**config.mk**
```make
export PLATFORM = sky130hd
export DESIGN_NAME = bounded_deque_with_search_unit_flat
export DESIGN_NICKNAME = d
export VERILOG_FILES = /design/src/hdl/bdq_pkg.sv /design/src/hdl/bdq_if.sv /design/src/hdl/bdq_datapath.sv /design/src/hdl/bdq_ctrl.sv /design/src/hdl/bounded_deque_with_search_unit.sv /design/src/flat_wrapper.sv
export VERILOG_INCLUDE_DIRS = /design/src /design/src/hdl
export SDC_FILE = /design/constraint.sdc
export NUM_CORES = 1
export LEC_CHECK = 0
export BUFFER_PORTS_ARGS = -buffer_cell sky130_fd_sc_hd__buf_2
export CAP_MARGIN = 20
export CORE_ASPECT_RATIO = 1.1
export CORE_MARGIN = 2
export CORE_UTILIZATION = 50
export DETAILED_ROUTE_END_ITERATION = 7
export GPL_TIMING_DRIVEN = 0
export PLACE_DENSITY = 0.62
export SLEW_MARGIN = 20
export SYNTH_ARGS = -nofsm -noshare
export SYNTH_HDL_FRONTEND = slang
export SYNTH_SLANG_ARGS = --single-unit
export TNS_END_PERCENT = 100
```
**constraint.sdc**
```tcl
create_clock -name clk -period 6.78 [get_ports clk]
set_input_delay 2.034 -clock clk [delete_from_list [all_inputs] [get_ports clk]]
set_output_delay 2.034 -clock clk [all_outputs]
set_load 0.01 [all_outputs]
```
**src/hdl/assert_macros.svh**
```systemverilog
// Assertion macros shared by the deque modules; they expect clk and rst_n in scope.
`ifndef ASSERT_MACROS_SVH
`define ASSERT_MACROS_SVH

// Check that a property holds at every clock edge outside reset.
`define ASSERT_CLK(lbl, prop, msg) \
    lbl: assert property (@(posedge clk) disable iff (!rst_n) prop) else $error(msg);

// Check that a condition is never true outside reset.
`define ASSERT_NEVER(lbl, cond, msg) \
    lbl: assert property (@(posedge clk) disable iff (!rst_n) !(cond)) else $error(msg);

`endif

```
**src/hdl/bdq_pkg.sv**
```systemverilog
// Shared types and codes for the bounded deque with search.
package bdq_pkg;

    localparam int OP_W   = 3;
    localparam int KEY_W  = 32;
    localparam int ST_W   = 2;
    localparam int POS_W  = 4;
    localparam int FILL_W = 5;

    // Request codes
    localparam logic [OP_W-1:0] OP_PUSH_FRONT = 3'd0;
    localparam logic [OP_W-1:0] OP_PUSH_BACK  = 3'd1;
    localparam logic [OP_W-1:0] OP_POP_FRONT  = 3'd2;
    localparam logic [OP_W-1:0] OP_POP_BACK   = 3'd3;
    localparam logic [OP_W-1:0] OP_SEARCH     = 3'd4;
    localparam logic [OP_W-1:0] OP_CLEAR      = 3'd5;

    // Result status codes
    localparam logic [ST_W-1:0] ST_OK        = 2'd0;
    localparam logic [ST_W-1:0] ST_FULL      = 2'd1;
    localparam logic [ST_W-1:0] ST_EMPTY     = 2'd2;
    localparam logic [ST_W-1:0] ST_NOT_FOUND = 2'd3;

    // Commands from the controller to the datapath
    typedef struct packed {
        logic capture;   // latch the accepted request
        logic exec;      // run the first step of the request
        logic pop_done;  // finish a pop with the read data
        logic scan;      // compare one entry of a search
        logic load;      // load the result register
    } bdq_cmd_t;

    // Status from the datapath to the controller
    typedef struct packed {
        logic need_read;  // request needs a memory read
        logic is_search;  // request is a search
        logic hit;        // scanned entry equals the key
        logic last;       // scanned entry is the back entry
    } bdq_stat_t;

endpackage

```
**src/hdl/bdq_if.sv**
```systemverilog
// Request and result channel interfaces of the deque.
interface bdq_req_if;
    logic                               valid;
    logic                               ready;
    logic [bdq_pkg::OP_W-1:0]           op;
    logic signed [bdq_pkg::KEY_W-1:0]   key;

    modport source (output valid, output op, output key, input ready);
    modport sink   (input valid, input op, input key, output ready);
endinterface

interface bdq_rsp_if;
    logic                               valid;
    logic                               ready;
    logic [bdq_pkg::ST_W-1:0]           status;
    logic [bdq_pkg::POS_W-1:0]          position;
    logic signed [bdq_pkg::KEY_W-1:0]   key_out;
    logic [bdq_pkg::FILL_W-1:0]         fill_count;

    modport source (output valid, output status, output position, output key_out,
                    output fill_count, input ready);
    modport sink   (input valid, input status, input position, input key_out,
                    input fill_count, output ready);
endinterface

```
**src/hdl/bdq_datapath.sv**
```systemverilog
// Datapath of the deque: ring memory, pointers, scan counter and result register.
`include "assert_macros.svh"

module bdq_datapath #(
    parameter int DEPTH = 16
) (
    input  logic                                clk,
    input  logic                                rst_n,
    input  bdq_pkg::bdq_cmd_t                   cmd,
    output bdq_pkg::bdq_stat_t                  stat,
    input  logic [bdq_pkg::OP_W-1:0]            in_op,
    input  logic signed [bdq_pkg::KEY_W-1:0]    in_key,
    output logic [bdq_pkg::ST_W-1:0]            status,
    output logic [bdq_pkg::POS_W-1:0]           position,
    output logic signed [bdq_pkg::KEY_W-1:0]    key_out,
    output logic [bdq_pkg::FILL_W-1:0]          fill_count
);

    localparam int AW = $clog2(DEPTH);
    localparam int CW = $clog2(DEPTH + 1);
    localparam logic [AW-1:0] LAST_IDX = AW'(DEPTH - 1);
    localparam logic [AW:0]   DEPTH_W  = (AW+1)'(DEPTH);
    localparam logic [CW-1:0] DEPTH_C  = CW'(DEPTH);

    // Ring memory
    logic signed [bdq_pkg::KEY_W-1:0] mem [DEPTH];

    logic [bdq_pkg::OP_W-1:0]         op_reg;
    logic signed [bdq_pkg::KEY_W-1:0] key_reg;
    logic signed [bdq_pkg::KEY_W-1:0] rd_data_reg;
    logic [AW-1:0]                    front_reg, front_next;
    logic [CW-1:0]                    count_reg, count_next;
    logic [AW-1:0]                    idx_reg, idx_next;
    logic [AW-1:0]                    scan_addr_reg, scan_addr_next;

    logic [bdq_pkg::ST_W-1:0]         status_reg, status_next;
    logic [bdq_pkg::POS_W-1:0]        pos_reg, pos_next;
    logic signed [bdq_pkg::KEY_W-1:0] kout_reg, kout_next;
    logic [bdq_pkg::FILL_W-1:0]       fill_reg;

    logic          wr_en, rd_en;
    logic [AW-1:0] wr_addr, rd_addr;
    logic          full, empty;
    logic [AW-1:0] front_dec, front_inc, scan_inc;
    logic [CW-1:0] cnt_m1;
    logic [AW:0]   back_sum, tail_sum;
    logic [AW:0]   back_wrap, tail_wrap;
    logic [AW-1:0] back_addr, tail_addr;
    logic [CW+4:0] fill_ext;
    logic [AW+3:0] pos_ext;

    // Ring arithmetic
    assign full      = (count_reg == DEPTH_C);
    assign empty     = (count_reg == '0);
    assign front_dec = (front_reg == '0) ? LAST_IDX : front_reg - AW'(1);
    assign front_inc = (front_reg == LAST_IDX) ? '0 : front_reg + AW'(1);
    assign scan_inc  = (scan_addr_reg == LAST_IDX) ? '0 : scan_addr_reg + AW'(1);
    assign cnt_m1    = count_reg - CW'(1);
    assign back_sum  = {1'b0, front_reg} + (AW+1)'(count_reg);
    assign tail_sum  = {1'b0, front_reg} + (AW+1)'(cnt_m1);
    assign back_wrap = back_sum - DEPTH_W;
    assign tail_wrap = tail_sum - DEPTH_W;
    assign back_addr = (back_sum >= DEPTH_W) ? back_wrap[AW-1:0] : back_sum[AW-1:0];
    assign tail_addr = (tail_sum >= DEPTH_W) ? tail_wrap[AW-1:0] : tail_sum[AW-1:0];

    // Status to the controller
    assign stat.is_search = (op_reg == bdq_pkg::OP_SEARCH);
    assign stat.need_read = !empty && ((op_reg == bdq_pkg::OP_POP_FRONT) ||
                                       (op_reg == bdq_pkg::OP_POP_BACK) ||
                                       (op_reg == bdq_pkg::OP_SEARCH));
    assign stat.hit  = (rd_data_reg == key_reg);
    assign stat.last = ((CW'(idx_reg) + CW'(1)) == count_reg);

    // Decode the step for this cycle
    always_comb
    begin
        front_next     = front_reg;
        count_next     = count_reg;
        idx_next       = idx_reg;
        scan_addr_next = scan_addr_reg;
        wr_en          = 1'b0;
        wr_addr        = front_reg;
        rd_en          = 1'b0;
        rd_addr        = front_reg;
        status_next    = bdq_pkg::ST_OK;
        pos_next       = '0;
        kout_next      = '0;

        if (cmd.exec)
        begin
            case (op_reg)
                bdq_pkg::OP_PUSH_FRONT:
                begin
                    if (full)
                    begin
                        status_next = bdq_pkg::ST_FULL;
                    end
                    else
                    begin
                        wr_en      = 1'b1;
                        wr_addr    = front_dec;
                        front_next = front_dec;
                        count_next = count_reg + CW'(1);
                    end
                end
                bdq_pkg::OP_PUSH_BACK:
                begin
                    if (full)
                    begin
                        status_next = bdq_pkg::ST_FULL;
                    end
                    else
                    begin
                        wr_en      = 1'b1;
                        wr_addr    = back_addr;
                        count_next = count_reg + CW'(1);
                    end
                end
                bdq_pkg::OP_POP_FRONT:
                begin
                    status_next = empty ? bdq_pkg::ST_EMPTY : bdq_pkg::ST_OK;
                    rd_en       = !empty;
                    rd_addr     = front_reg;
                end
                bdq_pkg::OP_POP_BACK:
                begin
                    status_next = empty ? bdq_pkg::ST_EMPTY : bdq_pkg::ST_OK;
                    rd_en       = !empty;
                    rd_addr     = tail_addr;
                end
                bdq_pkg::OP_SEARCH:
                begin
                    status_next    = bdq_pkg::ST_NOT_FOUND;
                    rd_en          = !empty;
                    rd_addr        = front_reg;
                    idx_next       = '0;
                    scan_addr_next = front_inc;
                end
                bdq_pkg::OP_CLEAR:
                begin
                    front_next = '0;
                    count_next = '0;
                end
                default:
                begin
                end
            endcase
        end
        else if (cmd.pop_done)
        begin
            // Drop the entry that was read
            kout_next  = rd_data_reg;
            count_next = cnt_m1;
            if (op_reg == bdq_pkg::OP_POP_FRONT)
            begin
                front_next = front_inc;
            end
        end
        else if (cmd.scan)
        begin
            if (stat.hit)
            begin
                pos_next  = pos_ext[bdq_pkg::POS_W-1:0];
                kout_next = key_reg;
            end
            else if (stat.last)
            begin
                status_next = bdq_pkg::ST_NOT_FOUND;
            end
            else
            begin
                // Advance to the next entry
                rd_en          = 1'b1;
                rd_addr        = scan_addr_reg;
                scan_addr_next = scan_inc;
                idx_next       = idx_reg + AW'(1);
            end
        end
    end

    assign fill_ext = {5'b0, count_next};
    assign pos_ext  = {4'b0, idx_reg};

    // Control registers
    always_ff @(posedge clk or negedge rst_n)
    begin
        if (!rst_n)
        begin
            front_reg <= '0;
            count_reg <= '0;
        end
        else
        begin
            front_reg <= front_next;
            count_reg <= count_next;
        end
    end

    // Request, scan and result payload
    always_ff @(posedge clk)
    begin
        if (cmd.capture)
        begin
            op_reg  <= in_op;
            key_reg <= in_key;
        end
        idx_reg       <= idx_next;
        scan_addr_reg <= scan_addr_next;
        if (cmd.load)
        begin
            status_reg <= status_next;
            pos_reg    <= pos_next;
            kout_reg   <= kout_next;
            fill_reg   <= fill_ext[bdq_pkg::FILL_W-1:0];
        end
    end

    // Memory with registered read
    always_ff @(posedge clk)
    begin
        if (wr_en)
        begin
            mem[wr_addr] <= key_reg;
        end
        if (rd_en)
        begin
            rd_data_reg <= mem[rd_addr];
        end
    end

    assign status     = status_reg;
    assign position   = pos_reg;
    assign key_out    = kout_reg;
    assign fill_count = fill_reg;

    `ASSERT_NEVER(a_count_bound, count_reg > DEPTH_C, "fill count above depth")
    `ASSERT_CLK(a_scan_in_range, cmd.scan |-> (CW'(idx_reg) < count_reg), "scan past back entry")

endmodule

```
**src/hdl/bdq_ctrl.sv**
```systemverilog
// Controller of the deque: request sequencing and result valid.
`include "assert_macros.svh"

module bdq_ctrl (
    input  logic                clk,
    input  logic                rst_n,
    input  logic                in_valid,
    output logic                in_ready,
    output logic                out_valid,
    input  logic                out_ready,
    input  bdq_pkg::bdq_stat_t  stat,
    output bdq_pkg::bdq_cmd_t   cmd
);

    typedef enum logic [3:0] {
        S_IDLE = 4'b0001,
        S_EXEC = 4'b0010,
        S_POP  = 4'b0100,
        S_SCAN = 4'b1000
    } state_t;

    state_t state_reg, state_next;
    logic   out_valid_reg, out_valid_next;
    logic   out_free;

    assign out_free = !out_valid_reg || out_ready;
    assign in_ready = (state_reg == S_IDLE);

    // Next state and commands
    always_comb
    begin
        state_next = state_reg;
        cmd        = '0;
        case (state_reg)
            S_IDLE:
            begin
                if (in_valid)
                begin
                    cmd.capture = 1'b1;
                    state_next  = S_EXEC;
                end
            end
            S_EXEC:
            begin
                // Hold until the result register can take a result
                if (out_free)
                begin
                    cmd.exec = 1'b1;
                    if (stat.need_read)
                    begin
                        state_next = stat.is_search ? S_SCAN : S_POP;
                    end
                    else
                    begin
                        cmd.load   = 1'b1;
                        state_next = S_IDLE;
                    end
                end
            end
            S_POP:
            begin
                cmd.pop_done = 1'b1;
                cmd.load     = 1'b1;
                state_next   = S_IDLE;
            end
            S_SCAN:
            begin
                cmd.scan = 1'b1;
                if (stat.hit || stat.last)
                begin
                    cmd.load   = 1'b1;
                    state_next = S_IDLE;
                end
            end
            default:
            begin
                state_next = S_IDLE;
            end
        endcase
    end

    // Result valid: set on load, drop when the item is taken
    always_comb
    begin
        out_valid_next = out_valid_reg;
        if (out_valid_reg && out_ready)
        begin
            out_valid_next = 1'b0;
        end
        if (cmd.load)
        begin
            out_valid_next = 1'b1;
        end
    end

    always_ff @(posedge clk or negedge rst_n)
    begin
        if (!rst_n)
        begin
            state_reg     <= S_IDLE;
            out_valid_reg <= 1'b0;
        end
        else
        begin
            state_reg     <= state_next;
            out_valid_reg <= out_valid_next;
        end
    end

    assign out_valid = out_valid_reg;

    `ASSERT_NEVER(a_no_overwrite, cmd.load && out_valid_reg && !out_ready, "result overwritten")
    `ASSERT_CLK(a_drop_on_take, $fell(out_valid_reg) |-> $past(out_ready), "result dropped")

endmodule

```
**src/hdl/bounded_deque_with_search_unit.sv**
```systemverilog
// Top level of the bounded deque with linear search.
//
// Usage: requests enter on req (op, key) and every request yields exactly one
// result on rsp (status, position, key_out, fill_count), in request order.
// Both channels move an item at a clock edge where valid and ready are high.
// Push, clear, unused codes and requests on an empty or full store load their
// result in the execute step; a pop reads the entry there and loads it in the
// pop step; a search reads the front entry, then compares one entry per scan
// step until a match or the back entry. A new request is taken the cycle after
// the previous one loads its result; a search is paced by the single memory
// read port, which delivers one stored entry per cycle to the comparator.
// The result register separates the channels: a request is accepted while a
// result still waits, and its work holds before its first step until rsp
// takes the waiting item.
// Reset (rst_n low) empties the deque and drops any waiting result; the
// entry memory is not cleared, so the block is ready once reset is released.
module bounded_deque_with_search_unit #(
    parameter int DEPTH = 16
) (
    input  logic      clk,
    input  logic      rst_n,
    bdq_req_if.sink   req,
    bdq_rsp_if.source rsp
);

    bdq_pkg::bdq_cmd_t  cmd;
    bdq_pkg::bdq_stat_t stat;

    bdq_ctrl u_ctrl (
        .clk       (clk),
        .rst_n     (rst_n),
        .in_valid  (req.valid),
        .in_ready  (req.ready),
        .out_valid (rsp.valid),
        .out_ready (rsp.ready),
        .stat      (stat),
        .cmd       (cmd)
    );

    bdq_datapath #(
        .DEPTH (DEPTH)
    ) u_datapath (
        .clk        (clk),
        .rst_n      (rst_n),
        .cmd        (cmd),
        .stat       (stat),
        .in_op      (req.op),
        .in_key     (req.key),
        .status     (rsp.status),
        .position   (rsp.position),
        .key_out    (rsp.key_out),
        .fill_count (rsp.fill_count)
    );

endmodule
```
**src/flat_wrapper.sv**
```systemverilog
// flat-port wrapper written by rule: the top's interface ports become plain ports
module bounded_deque_with_search_unit_flat 
#(
    parameter int DEPTH = 16
)
  (clk, rst_n, req_valid, req_op, req_key, req_ready, rsp_valid, rsp_status, rsp_position, rsp_key_out, rsp_fill_count, rsp_ready);
  bdq_req_if req_i ();
  bdq_rsp_if rsp_i ();
  input  logic clk;
  input  logic rst_n;
  input wire logic [$bits(req_i.valid)-1:0] req_valid;
  input wire logic [$bits(req_i.op)-1:0] req_op;
  input wire logic [$bits(req_i.key)-1:0] req_key;
  output wire logic [$bits(req_i.ready)-1:0] req_ready;
  output wire logic [$bits(rsp_i.valid)-1:0] rsp_valid;
  output wire logic [$bits(rsp_i.status)-1:0] rsp_status;
  output wire logic [$bits(rsp_i.position)-1:0] rsp_position;
  output wire logic [$bits(rsp_i.key_out)-1:0] rsp_key_out;
  output wire logic [$bits(rsp_i.fill_count)-1:0] rsp_fill_count;
  input wire logic [$bits(rsp_i.ready)-1:0] rsp_ready;
  assign req_i.valid = req_valid;
  assign req_i.op = req_op;
  assign req_i.key = req_key;
  assign req_ready = req_i.ready;
  assign rsp_valid = rsp_i.valid;
  assign rsp_status = rsp_i.status;
  assign rsp_position = rsp_i.position;
  assign rsp_key_out = rsp_i.key_out;
  assign rsp_fill_count = rsp_i.fill_count;
  assign rsp_i.ready = rsp_ready;
  bounded_deque_with_search_unit #(.DEPTH(DEPTH)) u_core (.clk(clk), .rst_n(rst_n), .req(req_i), .rsp(rsp_i));
endmodule
```
-- After elaboration in Yosys (flattened, before gate mapping)
Memory sizes are Yosys's and may differ from the RTL's. A register that Yosys moved wholly into a read port is not among the register bits.
Index checks and enable logic that the tools add are counted.
- memories kept: 1
- flip-flop bits (word level): 100
- logic and storage cells: 147
- bits in writable memories: 512
- output and inout port bits: 45
- input bits: 39
- bitwise operators: 2
- equality and inequality tests: 22
- $add $sub $neg: 11
- reduce and logical (&&, ||, !) cells: 22
- $lt $le $gt $ge: 2
- muxes and demuxes: 75
- memory list (memory ; depth ; width ; read ports ; clocked after Yosys merged registers in ; wr ports ; RTL line ; RTL):
    u_core.u_datapath.mem ; 16 ; 32 ; 1 ; 1 ; 1 ; bdq_datapath.sv:26 ; logic signed [bdq_pkg::KEY_W-1:0] mem [DEPTH];
- operators by type and width (operator ; number):
    4-bit 2-to-1 mux ; 34
    32-bit 2-to-1 mux ; 3
    32-bit equality test ; 1
    1-bit 2-to-1 mux ; 23
    4-bit one-hot mux with 2 select lines ; 2
    5-bit 2-to-1 mux ; 3
    4-bit by 1-bit adder with 4-bit output, second input constant ; 3
    4-bit equality test, second input constant ; 3
    2-bit 2-to-1 mux ; 6
    4-bit one-hot mux with 3 select lines ; 1
    4-bit by 1-bit subtractor with 4-bit output, second input constant ; 3
    4-bit by 5-bit adder with 5-bit output ; 2
    5-bit greater-or-equal comparator, second input constant ; 2
    5-bit one-hot mux with 2 select lines ; 1
    2-bit inequality test, second input constant ; 4
    2-bit nonzero test ; 4
    3-bit by 2-bit equality test with 1-bit output, second input constant ; 2
    3-bit equality test, second input constant ; 2
    2-bit by 1-bit inequality test with 1-bit output, second input constant ; 3
    2-bit one-hot mux with 3 select lines ; 1
    3-bit AND reduction ; 2
    4-bit by 1-bit adder with 5-bit output, second input constant ; 1
    5-bit by 1-bit adder with 5-bit output, second input constant ; 1
    5-bit equality test ; 1
    19 further kinds ; 26

-- Depth between registers and ports, before layout
- depth after elaboration: 8
- gate-level depth with buffers: 17
- depth with buffers taken out: 13

-- Cells and area by module
Synthesis repeated with hierarchy kept, for this count alone.
- cells, all modules: 1844
- area total of the unflattened synthesis: 26788.2 µm²
- modules (own cells, without submodules) (module ; seq. area each (µm²) ; times used ; area an instance (µm²) ; cells an instance):
    bdq_datapath ; 19143.4 ; 1 ; 26482.9 ; 1814
    bdq_ctrl ; 126.4 ; 1 ; 305.3 ; 30

-- Worst setup path after synthesis
OpenSTA, ideal clock, no wires.
- kind: input port to flip-flop
- start: input rsp_ready
- end: memory u_core.u_datapath.mem[0][0] in the netlist's numbering (enable)
- arrival: 5.588 ns
- setup slack: 0.731 ns
- library setup time: 0.461 ns
- stages: 9
- data required time: 6.319 ns
- path buffers: 1
- cells stage by stage: nand2b_1 -> nand2_1 -> clkbuf_1 -> nor3_1 -> nand2_1 -> mux2i_1 -> a211o_1 -> inv_1 -> nor3_1
- word-level cells in the longest chain between the ends: 6
- elaborated cells between the ends (all ways): 7
- those cells by class: 6 x mux; 1 x reduce/logical
- ends and longest elaborated chain (item ; RTL line ; RTL):
    start, declared ; flat_wrapper.sv:20 ; input wire logic [$bits(rsp_i.ready)-1:0] rsp_ready;
    1-bit logical OR * ; bdq_ctrl.sv:26 ; assign out_free = !out_valid_reg || out_ready;
    1-bit 2-to-1 mux * ; bdq_ctrl.sv:46 ; if (out_free)
    1-bit 2-to-1 mux * ; bdq_ctrl.sv:34 ; case (state_reg)
    1-bit 2-to-1 mux ; bdq_datapath.sv:89 ; if (cmd.exec)
    1-bit 2-to-1 mux ; bdq_datapath.sv:221 ; if (wr_en)
    1-bit 2-to-1 mux (not written as such) ; bdq_datapath.sv:223 ; mem[wr_addr] <= key_reg;
    end, declared ; bdq_datapath.sv:26 ;
Mark *: on every way between the ends. The rest lies on a longest branch, timed or not.

-- Final worst setup path
- start: register u_core.u_datapath.key_reg[24] in the netlist's numbering
- end: register u_core.u_datapath.rd_data_reg[17] in the netlist's numbering, read port of u_core.u_datapath.mem (data pin)
- word-level cells in the longest chain between the ends: 5
- elaborated cells between the ends (all ways): 9
- those cells by class: 1 x eq/ne; 8 x mux
- ends and longest elaborated chain (item ; RTL line ; RTL):
    start, declared ; bdq_datapath.sv:29 ; logic signed [bdq_pkg::KEY_W-1:0] key_reg;
    start signal, assigned ; bdq_datapath.sv:205 ; key_reg <= in_key;
    32-bit equality test * ; bdq_datapath.sv:71 ; assign stat.hit = (rd_data_reg == key_reg);
    4-bit 2-to-1 mux or 1-bit 2-to-1 mux (tied branches) ; bdq_datapath.sv:161 ; if (stat.hit)
    4-bit 2-to-1 mux or 1-bit 2-to-1 mux (tied branches) ; bdq_datapath.sv:159 ; else if (cmd.scan)
    4-bit 2-to-1 mux or 1-bit 2-to-1 mux (tied branches) ; bdq_datapath.sv:149 ; else if (cmd.pop_done)
    4-bit 2-to-1 mux or 1-bit 2-to-1 mux (tied branches) ; bdq_datapath.sv:89 ;
    end, declared ; bdq_datapath.sv:30 ; logic signed [bdq_pkg::KEY_W-1:0] rd_data_reg;
Marked as above.
A chain may end at the register's enable or synchronous reset.

==> run_results.csv <==
group,metric,value,unit
worst_setup_path,cp_cell_sequence,"xor2_1 > nor4_1 > nand4_1 > o2111ai_1 > o211ai_1 > nor4_2 > nand3_1 > clkbuf_1 > nor2_1 > nor4_2",
worst_hold_path,hp-class,"reg2reg",
clocking,cts_buffer_depth,3,
clocking,postCtsResizedCells,0,
pwr,vdd_drop_max,0.212,mV
sta,fin_crit,5.78,ns
worst_setup_path,cp.arrival,6.13,ns
worst_setup_path,slowest_delay,0.91,ns
status,status,"completed",
synthesis,syn_nets,1781,
placed_design,pre_cts_slack,0.508,ns
sta,finalCritPeriodShare,85.3,%
clocking,cts_tree,"yes",
global_route,antenna_found_initial,0,
placed_design,place_hpwl,46400,µm
sta,clock_skew,0.0276,ns
final_layout,nFillCells,4048,
route,dr_total_vias,15683,
synthesis,synth_warnings,0,
floorplanning,start_util,50.6,%
clocking,cts_setup_buffers,0,
synthesis,syn_area_per_cell,15.4,µm²
route,dr.pass1.iters,6,
clocking,holdBufCountCts,0,
sta,maxSlewViolCount,0,
pwr,p_per_area,261,nW/µm²
placed_design,routabilityCongestion,0.836,
route,totalWireLength,69200,µm
worst_setup_path,critPathCaptureType,"flip-flop",
placed_design,io_buffers,83,
global_route,grt_pass1_wl,102000,µm
final_layout,largest_reg_flops,512,
sta,worstMarginPinSlew,1.13,ns
worst_setup_path,cp.required,7.13,ns
sta,setup-tns-final,0,ns
final_layout,drive_gt1_share,17.3,%
clocking,cts_root_buf,"clkbuf_16",
sta,hold_viol,0,
worst_setup_path,cp_common_cell,"nor4_2",
synthesis,synth.distinct_cells,65,
sta,fmax,173,MHz
floorplanning,pin_count,84,
synthesis,synth_edf_count,630,
placed_design,place_area,28400,µm²
sta,setup_violations,0,
synthesis,synth-seq-cells,644,
worst_setup_path,path_class,"reg2reg",
final_layout,postLayoutCellArea,30600,µm²
clocking,clkSlewWorstSetupHoldPaths,0.06,ns
route,avgViaCountPerCell,5.95,
final_layout,diodes,0,
route,drtIter0Drc,1632,
synthesis,synthFlopType,"edfxtp_1",
global_route,grt.overflow.total,0,
global_route,grt_pass1_vias,15731,
route,drtAntennaViolNets,0,
floorplanning,die_area,55000,µm²
worst_setup_path,critPathLaunchType,"flip-flop",
synthesis,ys_seq_area_share,72.5,%
floorplanning,fp-row-count,88,
final_layout,fin_nets,1966,
clocking,worstSkewPairLatency,0.62,ns
final_layout,syn2layout_area_growth,15.2,%
sta,fin_ws,0.996,ns
sta,timing.slew.headroom,24.5,%
run,cap_violations,0,
global_route,grt_max_degree,45,
clocking,numCtsBuffers,68,
floorplanning,die_w,224,µm
floorplanning,core,52500,µm²
floorplanning,die_h,246,µm
final_layout,largest_register,"u_core.u_datapath.mem",
worst_setup_path,worst-path-max-fanout,18,
clocking,clkSinkCount,644,
worst_setup_path,crit_path_top_delay_cell,"nor4_1",
sta,rsz0062_at_grt,"no",
route,drt-wirelength-per-cell,26.3,µm
worst_hold_path,hold_depth,1,
worst_setup_path,ff2ff_path_depth,10,
synthesis,synthesis.area,26600,µm²
synthesis,async_flop_share,2.17,%
pwr,power.static_leakage,11.4,nW
global_route,grt_usage,25.6,%
route,route.detailed.drc,0,
synthesis,netlist_instances,1728,
clocking,htree_levels,3,
[critical path: cells and delay by family (launching register included)]
family | cells | cell delay, ns
AOI/OAI and AO/OA | 2 | 0.76
xor gates and xnor gates | 1 | 0.38
buffers and inverters | 1 | 0.52
DFF | 1 | 0.72
and+or+nand+nor | 6 | 3.11
[cell families (layout without fill, tap and decap cells)]
group | after synthesis | in the layout | share of synthesized area [%]
buffers and inverters | 125 | 359 | 2.09
flip-flops | 644 | 644 | 72.5
adder cells (fa/ha/maj) | 14 | 14 | 0.716
AND/OR/NAND/NOR | 529 | 529 | 10.3
AO/OA/AOI/OAI | 210 | 210 | 6.79
multiplexers | 160 | 160 | 6.03
XOR/XNOR | 46 | 46 | 1.57
[layer usage]
metal,vias up,GRT usage (%),routed length (µm)
met3,136,5.03,5050
met4,0,11.1,2570
met1,7823,33.5,28100
met2,630,41.9,33500
li1,7094,-,-
met5,-,0,0
[path summary, 6_finish.rpt]
kind,start,endpoint,slack [ns]
min in group asynchronous,rst_n,u_core.u_datapath.count_reg[0]$_DFF_PN0_,1.33
max in group asynchronous,rst_n,u_core.u_ctrl.state_reg[0]$_DFFE_PN1P_,5.13
hold reg to reg,u_core.u_datapath.rd_data_reg[1]$_DFFE_PP_,u_core.u_datapath.key_out[1]$_SDFFCE_PP0P_,0.60
hold / removal,u_core.u_datapath.rd_data_reg[1]$_DFFE_PP_,u_core.u_datapath.key_out[1]$_SDFFCE_PP0P_,0.60
setup / recovery,u_core.u_datapath.key_reg[24]$_DFFE_PP_,u_core.u_datapath.rd_data_reg[17]$_DFFE_PP_,1.0
setup reg to reg,u_core.u_datapath.key_reg[24]$_DFFE_PP_,u_core.u_datapath.rd_data_reg[17]$_DFFE_PP_,1.0
[power breakdown]
group	switching (mW)	internal, mW	total (mW)	leakage (nW)
clock network	1.54	2.12	3.66	1.05
registers	0	4.31	4.31	5.98
logic	0.00465	0.00759	0.0122	4.40
total	1.54	6.44	7.98	11.4
[synthesized netlist by cell type (all sizes together), types with 9 or more instances]
cell     instances  area, µm²
ha              12        150
a21oi           49        249
buf             44        250
edfxtp         630      18900
nor3            14       70.1
nor4            41        450
inv             13       48.8
nor2           168        631
nand4           70        438
a22o            35        307
xor2            38        333
a31oi            9       56.3
o2111ai         33        470
o21ai           16       80.1
or3             33        206
nand3           34        170
dfrtp           13        325
nand2          132        495
a32o            32        320
clkbuf          68        255
mux2i          160       1600
[placed cells by master (no fill, tap or decap), types with 16 or more instances in the layout]
cell type,netlist,routed
buf_4,3,16
nor4_2,31,31
mux2i_1,160,160
clkbuf_16,0,70
xor2_1,38,38
a32o_1,32,32
or3_1,33,33
buf_2,29,112
nand4_1,70,70
nand2_1,132,132
o2111ai_2,29,29
a21oi_1,48,48
clkbuf_1,68,81
nor2_1,168,156
edfxtp_1,630,630
nand3_1,34,34
a22o_1,35,35
[per-stage QoR]
stage | hold slack, ns | util [%] | power (mW) | instances
2_1_floorplan | 0.546 | - | 4.39 | 1728
3_3_place_gp | 0.573 | 53.0 | 4.40 | 2486
3_5_place_dp | 0.586 | 54.2 | 4.40 | 2518
4_1_cts | 0.595 | 58.3 | 8.02 | 2637
5_1_grt | 0.633 | 58.3 | 8.18 | 2637
6_report | 0.597 | 58.3 | 7.98 | 2637
[cell type report]
cell class	instances	area, µm²	share of cell area (%)
sequential	644	19300	63.0
clock buffer	83	1800	5.88
buffer	112	505	1.65
clock inverter	36	354	1.16
timing repair buffer	115	896	2.93
multi-input combinational	959	6880	22.5
tap	675	845	2.76
inverter	13	48.8	0.159
(Power assumes the default switching activity.)
